## src/rtl/core/cdo_pkg.sv

```systemverilog
`default_nettype none
package cdo_pkg;

  localparam logic [3:0] MONTH_JAN = 4'd1;
  localparam logic [3:0] MONTH_FEB = 4'd2;
  localparam logic [3:0] MONTH_DEC = 4'd12;

  localparam logic [4:0] DAY_FIRST = 5'd1;
  localparam logic [4:0] DAYS_LONG = 5'd31;
  localparam logic [4:0] DAYS_SHORT = 5'd30;
  localparam logic [4:0] DAYS_FEB_LEAP = 5'd29;
  localparam logic [4:0] DAYS_FEB = 5'd28;

  localparam int unsigned YEAR_MAX = 9999;
  localparam logic [13:0] YEAR_RESET = 14'd2000;

  localparam logic [1:0] REG_BASE_DAY = 2'd0;
  localparam logic [1:0] REG_BASE_MONTH = 2'd1;
  localparam logic [1:0] REG_BASE_YEAR = 2'd2;

  function automatic logic [4:0] month_length(input logic [3:0] month,
                                              input logic [1:0] year_lsb);
    logic [4:0] len;
    case (month) inside
      4'd1, 4'd3, 4'd5, 4'd7, 4'd8, 4'd10, 4'd12: len = DAYS_LONG;
      MONTH_FEB: len = (year_lsb == 2'b00) ? DAYS_FEB_LEAP : DAYS_FEB;
      default: len = DAYS_SHORT;
    endcase
    return len;
  endfunction

endpackage
`default_nettype wire

```

## src/rtl/core/cdo_step.sv

```systemverilog
`default_nettype none
module cdo_step import cdo_pkg::*; #(
  parameter int OFFSET_BITS = 21,
  parameter int YEAR_W = 23
) (
  input  wire logic signed [OFFSET_BITS-1:0] k_i,
  input  wire logic        [4:0]             day_i,
  input  wire logic        [3:0]             month_i,
  input  wire logic signed [YEAR_W-1:0]      year_i,
  output logic signed [OFFSET_BITS-1:0]      k_o,
  output logic        [4:0]                  day_o,
  output logic        [3:0]                  month_o,
  output logic signed [YEAR_W-1:0]           year_o
);

  logic        [4:0]           dim;
  logic        [4:0]           rest;
  logic signed [OFFSET_BITS:0] kx;
  logic signed [OFFSET_BITS:0] restx;
  logic signed [OFFSET_BITS:0] sum;
  logic        [3:0]           prev_month;
  logic signed [YEAR_W-1:0]    prev_year;

  always_comb begin
    dim = month_length(month_i, year_i[1:0]);
    rest = dim - day_i;
    kx = {k_i[OFFSET_BITS-1], k_i};
    restx = $signed({{(OFFSET_BITS-4){1'b0}}, rest});
    sum = kx + $signed({{(OFFSET_BITS-4){1'b0}}, day_i});
    if (month_i == MONTH_JAN) begin
      prev_month = MONTH_DEC;
      prev_year = year_i - YEAR_W'(1);
    end else begin
      prev_month = month_i - 4'd1;
      prev_year = year_i;
    end
    k_o = k_i;
    day_o = day_i;
    month_o = month_i;
    year_o = year_i;
    if (!k_i[OFFSET_BITS-1]) begin
      if (kx <= restx) begin
        day_o = day_i + k_i[4:0];
        k_o = '0;
      end else begin
        k_o = k_i - OFFSET_BITS'(rest) - OFFSET_BITS'(1);
        day_o = DAY_FIRST;
        if (month_i == MONTH_DEC) begin
          month_o = MONTH_JAN;
          year_o = year_i + YEAR_W'(1);
        end else begin
          month_o = month_i + 4'd1;
        end
      end
    end else begin
      if (sum > 0) begin
        day_o = sum[4:0];
        k_o = '0;
      end else begin
        k_o = sum[OFFSET_BITS-1:0];
        month_o = prev_month;
        year_o = prev_year;
        day_o = month_length(prev_month, prev_year[1:0]);
      end
    end
  end

endmodule
`default_nettype wire

```

## src/rtl/core/cdo_seq.sv

```systemverilog
`default_nettype none
module cdo_seq import cdo_pkg::*; #(
  parameter int OFFSET_BITS = 21,
  parameter int YEAR_W = 23
) (
  input  wire logic                   clk,
  input  wire logic                   rst_n,
  input  wire logic                   start,
  input  wire logic [OFFSET_BITS-1:0] offset_days,
  input  wire logic [4:0]             base_day,
  input  wire logic [3:0]             base_month,
  input  wire logic [13:0]            base_year,
  output logic                        busy,
  output logic                        res_valid,
  output logic [4:0]                  res_day,
  output logic [3:0]                  res_month,
  output logic [13:0]                 res_year,
  output logic                        res_overflow
);

  localparam logic ST_IDLE = 1'b0;
  localparam logic ST_RUN = 1'b1;

  logic                          state_r, state_nxt;
  logic signed [OFFSET_BITS-1:0] k_r, k_nxt;
  logic        [4:0]             day_r, day_nxt;
  logic        [3:0]             month_r, month_nxt;
  logic signed [YEAR_W-1:0]      year_r, year_nxt;
  logic                          valid_r, valid_nxt;
  logic        [4:0]             oday_r;
  logic        [3:0]             omonth_r;
  logic        [13:0]            oyear_r, oyear_nxt;
  logic                          oflow_r, oflow_nxt;

  logic signed [OFFSET_BITS-1:0] k_s;
  logic        [4:0]             day_s;
  logic        [3:0]             month_s;
  logic signed [YEAR_W-1:0]      year_s;
  logic        [3:0]             month_c;
  logic        [4:0]             dim_c;
  logic        [4:0]             day_c;
  logic                          load;
  logic                          finish;

  cdo_step #(.OFFSET_BITS(OFFSET_BITS), .YEAR_W(YEAR_W)) u_step (
    .k_i(k_r), .day_i(day_r), .month_i(month_r), .year_i(year_r),
    .k_o(k_s), .day_o(day_s), .month_o(month_s), .year_o(year_s)
  );

  always_comb begin
    if (base_month == 4'd0) begin
      month_c = MONTH_JAN;
    end else if (base_month > MONTH_DEC) begin
      month_c = MONTH_DEC;
    end else begin
      month_c = base_month;
    end
    dim_c = month_length(month_c, base_year[1:0]);
    if (base_day == 5'd0) begin
      day_c = DAY_FIRST;
    end else if (base_day > dim_c) begin
      day_c = dim_c;
    end else begin
      day_c = base_day;
    end

    load = (state_r == ST_IDLE) && start;
    finish = (state_r == ST_RUN) && (k_r == '0);

    state_nxt = state_r;
    k_nxt = k_r;
    day_nxt = day_r;
    month_nxt = month_r;
    year_nxt = year_r;
    valid_nxt = finish;
    if (load) begin
      state_nxt = ST_RUN;
      k_nxt = $signed(offset_days);
      day_nxt = day_c;
      month_nxt = month_c;
      year_nxt = $signed({{(YEAR_W-14){1'b0}}, base_year});
    end else if (finish) begin
      state_nxt = ST_IDLE;
    end else if (state_r == ST_RUN) begin
      k_nxt = k_s;
      day_nxt = day_s;
      month_nxt = month_s;
      year_nxt = year_s;
    end

    if (year_r[YEAR_W-1]) begin
      oyear_nxt = 14'd0;
      oflow_nxt = 1'b1;
    end else if (year_r > $signed(YEAR_W'(YEAR_MAX))) begin
      oyear_nxt = 14'(YEAR_MAX);
      oflow_nxt = 1'b1;
    end else begin
      oyear_nxt = year_r[13:0];
      oflow_nxt = 1'b0;
    end
  end

  always_ff @(posedge clk) begin
    if (!rst_n) begin
      state_r <= ST_IDLE;
      valid_r <= 1'b0;
    end else begin
      state_r <= state_nxt;
      valid_r <= valid_nxt;
    end
  end

  always_ff @(posedge clk) begin
    k_r <= k_nxt;
    day_r <= day_nxt;
    month_r <= month_nxt;
    year_r <= year_nxt;
    if (finish) begin
      oday_r <= day_r;
      omonth_r <= month_r;
      oyear_r <= oyear_nxt;
      oflow_r <= oflow_nxt;
    end
  end

  assign busy = (state_r == ST_RUN);
  assign res_valid = valid_r;
  assign res_day = oday_r;
  assign res_month = omonth_r;
  assign res_year = oyear_r;
  assign res_overflow = oflow_r;

endmodule
`default_nettype wire

```

## src/rtl/core/calendar_day_offset_top.sv

```systemverilog
// Channel  Handshake            Payload
// in       start / busy         in_offset_days (signed day offset)
// out      out_valid (strobe)   out_day, out_month, out_year, out_year_overflow
// cfg      cfg_valid/cfg_ready  cfg_index, cfg_data
//
// A transaction walks from the base date with the shared month-step unit: one step
// per month boundary crossed, plus one to settle the day unless the walk ends on a
// month edge, then the result is registered. busy drops as out_valid rises.
// rst_n is synchronous; reset loads the base date 2000-01-01.
// The receiver cannot stall; cfg_ready is always high.
`default_nettype none
module calendar_day_offset_top import cdo_pkg::*; #(
  parameter int OFFSET_BITS = 21
) (
  input  wire logic                   clk,
  input  wire logic                   rst_n,
  input  wire logic                   start,
  output logic                        busy,
  input  wire logic [OFFSET_BITS-1:0] in_offset_days,
  output logic                        out_valid,
  output logic [4:0]                  out_day,
  output logic [3:0]                  out_month,
  output logic [13:0]                 out_year,
  output logic                        out_year_overflow,
  input  wire logic                   cfg_valid,
  output logic                        cfg_ready,
  input  wire logic [1:0]             cfg_index,
  input  wire logic [13:0]            cfg_data
);

  localparam int YEAR_W = ((OFFSET_BITS > 14) ? OFFSET_BITS : 14) + 2;

  logic [4:0]  base_day_r;
  logic [3:0]  base_month_r;
  logic [13:0] base_year_r;
  logic        cfg_wr;

  assign cfg_ready = 1'b1;
  assign cfg_wr = cfg_valid && cfg_ready;

  always_ff @(posedge clk) begin
    if (!rst_n) begin
      base_day_r <= DAY_FIRST;
      base_month_r <= MONTH_JAN;
      base_year_r <= YEAR_RESET;
    end else if (cfg_wr) begin
      case (cfg_index)
        REG_BASE_DAY: base_day_r <= cfg_data[4:0];
        REG_BASE_MONTH: base_month_r <= cfg_data[3:0];
        REG_BASE_YEAR: base_year_r <= cfg_data;
        default: ;
      endcase
    end
  end

  cdo_seq #(.OFFSET_BITS(OFFSET_BITS), .YEAR_W(YEAR_W)) u_seq (
    .clk(clk),
    .rst_n(rst_n),
    .start(start),
    .offset_days(in_offset_days),
    .base_day(base_day_r),
    .base_month(base_month_r),
    .base_year(base_year_r),
    .busy(busy),
    .res_valid(out_valid),
    .res_day(out_day),
    .res_month(out_month),
    .res_year(out_year),
    .res_overflow(out_year_overflow)
  );

endmodule
`default_nettype wire
```

## config.mk

```make
export PLATFORM = sky130hd
export DESIGN_NAME = calendar_day_offset_top
export DESIGN_NICKNAME = d
export VERILOG_FILES = /design/src/rtl/core/cdo_pkg.sv /design/src/rtl/core/cdo_step.sv /design/src/rtl/core/cdo_seq.sv /design/src/rtl/core/calendar_day_offset_top.sv
export SDC_FILE = /design/constraint.sdc
export NUM_CORES = 1
export LEC_CHECK = 0
export BUFFER_PORTS_ARGS = -buffer_cell sky130_fd_sc_hd__buf_2
export CAP_MARGIN = 15
export CORE_MARGIN = 5
export CORE_UTILIZATION = 60
export CTS_CLUSTER_SIZE = 16
export DETAILED_ROUTE_END_ITERATION = 16
export GPL_ROUTABILITY_DRIVEN = 0
export PLACE_DENSITY = 0.81
export SYNTH_ARGS = -nofsm -noshare
export SYNTH_HDL_FRONTEND = slang
export SYNTH_SLANG_ARGS = --single-unit
```

## constraint.sdc

```tcl
create_clock -name clk -period 6.9 [get_ports clk]
set_input_delay 0.69 -clock clk [delete_from_list [all_inputs] [get_ports clk]]
set_output_delay 0.69 -clock clk [all_outputs]
set_load 0.01 [all_outputs]
```

==> out/qor.yml <==
floorplanning:
  coreArea_um2: 11500
  start_util: 0.615
  io_pins: 68
  die_y_um: 118
  rows: 39
  die_w_um: 118
  die_area_um2: 14000
routing:
  drt-pass1-iter-count: 5
  drtAntennaViolNets: 0
  dr_total_vias: 6388
  drc_errors: 0
  avgViaCountPerCell: 6.54
  drtIter0Drc: 722
  drt_wl_total_um: 18200
  wire_per_inst_um: 18.6
worst_hold_path:
  hold_path_class: "flip-flop to flip-flop"
timing:
  setup-violations-final: 0
  final.setup_skew_ns: 0.00755
  hold_viol: 0
  rsz0062_at_grt: "false"
  max_freq_ghz: 0.191
  layout_setup_ws_ns: 1.66
  maxSlewViolCount: 0
  min_period_ns: 5.24
  finalCritPeriodShare: 0.759
  timing.slew.headroom: 0.289
  worst_pin_slew_ns: 1.07
  timing.setup.tns_ns: 0
worst_setup_path:
  cp.arrival_ns: 5.25
  r2r-start: "u_seq.month_r[0]"
  path_max_fanout: 20
  r2r_cells: 16
  r2r_end: "u_seq.year_r[10]"
  startpoint_type: "flip-flop"
  critical_path_class: "flip-flop to flip-flop"
  ff2ff_setup_slack_ns: 1.66
  end_kind: "flip-flop"
  setup.worst_path.start: "u_seq.month_r[0]"
  worstSetupEndpoint: "u_seq.year_r[10]"
  cp.required_ns: 6.91
global_routing:
  overflow: 0
  grt_usage: 0.256
  grt_pass1_vias: 5910
  grt_max_degree: 53
  antenna_found_initial: 0
  grt_pass1_wl_um: 29600
layout:
  layout_commonest_cell: "nor2_1"
  area_growth_pct: 8.11
  final_cell_mix: "83 x nor2_1, 75 x nand2_1, 68 x edfxtp_1"
  nets: 895
  diodes: 0
  layout-drive-gt1-share: 0.149
yosys:
  synth_area_um2: 7050
  synth_edf_count: 68
  synthFlopType: "edfxtp_1"
  syn_avg_cell_area_um2: 8.76
  synth_cells: 805
  synthArstFlopShare: 0
  ys_types: 82
  synth_seq_area_share: 0.386
  syn_nets: 871
  ys_seq_elements: 102
  ys.warnings.count: 0
pwr:
  sw_frac_of_total: 0.402
  irDropWorstVdd_uv: 215
  seqPwrFrac: 0.383
  p_sw_mw: 0.906
  internal-power_mw: 1.35
  leakagePower_nw: 2.91
  pwr-share-comb: 0.393
  clkPwrFrac: 0.225
  power_density_nw_per_um2: 296
clock_tree:
  root_buffer: "clkbuf_16"
  clk-insertion-delay-late_ns: 0.37
  postCtsSetupBuffers: 0
  cts_sinks: 102
  post_cts_resized: 0
  cts_buffers: 9
  clkTransAtPathRegs_ns: 0.08
  cts_tree: "built"
  cts_buffer_depth: 2
  htree_levels: 3
  hold_buffers: 0
place:
  hpwl_um: 12600
  place_ws_ns: 1.75
  io_buffer_count: 66
run:
  cap_violations: 0
outcome:
  status: "completed"
-- cell type report --
type,instances,area [um^2]
Multi-Input combinational cell,607,3930
Timing Repair Buffer,73,383
Fill cell,915,3840
Clock buffer,10,229
Inverter,36,135
Tap cell,143,179
Clock inverter,6,52.6
Sequential cell,102,2720
-- cell families (layout without fill, tap and decap cells) --
kind of cell             after synthesis  count (layout)  synth area share
AND/OR/NAND/NOR                      325             325             0.241
XOR/XNOR                              30              30            0.0372
adder cells (fa/ha/maj)               25              25            0.0475
AO/OA/AOI/OAI                        210             210             0.206
other                                  1               1          0.000532
buffers and inverters                 96             125            0.0587
flip-flops                           102             102             0.386
multiplexers                          16              16            0.0229
-- how the worst min path moves through the flow --
| stage | start | endpoint | slack, ns | cells past startpoint |
|---|---|---|---|---|
| after floorplan | base_year_r[8] | base_year_r[8] | 0.44 | 2 |
| after global placement | base_year_r[11] | base_year_r[11] | 0.45 | 2 |
| after detailed placement | base_year_r[4] | base_year_r[4] | 0.46 | 2 |
| after CTS | base_year_r[13] | base_year_r[13] | 0.47 | 2 |
| after global routing | base_year_r[2] | base_year_r[2] | 0.48 | 2 |
| final | base_year_r[13] | base_year_r[13] | 0.47 | 2 |
-- synthesized netlist by cell type, types with 15 or more instances --
cell      count  area share
clkbuf_1     36       0.019
inv_1        36       0.019
xnor2_1      17       0.021
o21ai_0      34       0.024
nor3_1       19       0.013
a21oi_1      49       0.035
edfxtp_1     68        0.29
ha_1         22       0.039
mux2i_1      15       0.021
dfxtp_1      34       0.096
nor2_1       84       0.045
nand3_1      32       0.023
nand2_1      76       0.040
-- worst max-delay path, cell delays in order (launching register included) --
cell and delay (ns):
edfxtp_1 0.53, inv_1 0.14, ha_1 0.23, nor2b_1 0.16, a2111oi_0 0.43, a21o_1 0.13
ha_1 0.13, inv_1 0.06, fa_1 0.40, xnor2_1 0.15, ha_1 0.41, nand4b_1 0.15
a31oi_1 0.21, o22ai_1 0.15, a21oi_2 0.82, o31ai_4 0.29, nand2_1 0.48
-- sequential cells by signal, indices dropped and copies added, names as in the netlist, 5 cells and up --
signal	count
u_seq.year_r	23
base_day_r	5
u_seq.day_r	5
u_seq.res_year	14
base_year_r	14
u_seq.res_day	5
u_seq.k_r	21
-- stage by stage --
stage	util	std cells	total power [mW]	hold WS [ns]	cell area, um^2
finish	0.665	977	2.26	0.472	7630
floorplan	-	805	1.51	0.440	7050
detailed placement	0.640	961	1.72	0.461	7340
global route	0.665	977	2.37	0.484	7630
CTS	0.665	977	2.23	0.473	7630
global placement	0.640	961	1.68	0.453	7340
-- per-layer routing --
layer	GRT usage	up-vias	routed length [um]
met5	0	-	0
met4	0.106	0	502
met3	0.0454	54	1720
met2	0.388	358	8180
met1	0.364	2968	7750
li1	-	3008	-
-- power groups by stage --
| stage | clock, mW | sequential [mW] | combinational (mW) |
|---|---|---|---|
| 6_report | 0.507 | 0.863 | 0.887 |
| 5_1_grt | 0.535 | 0.875 | 0.960 |
| 4_1_cts | 0.507 | 0.857 | 0.861 |
| 3_5_place_dp | 0 | 0.871 | 0.854 |
| 3_3_place_gp | 0 | 0.867 | 0.812 |
| 2_1_floorplan | 0 | 0.804 | 0.707 |
No activity file was read; power rests on OpenSTA's default activity.
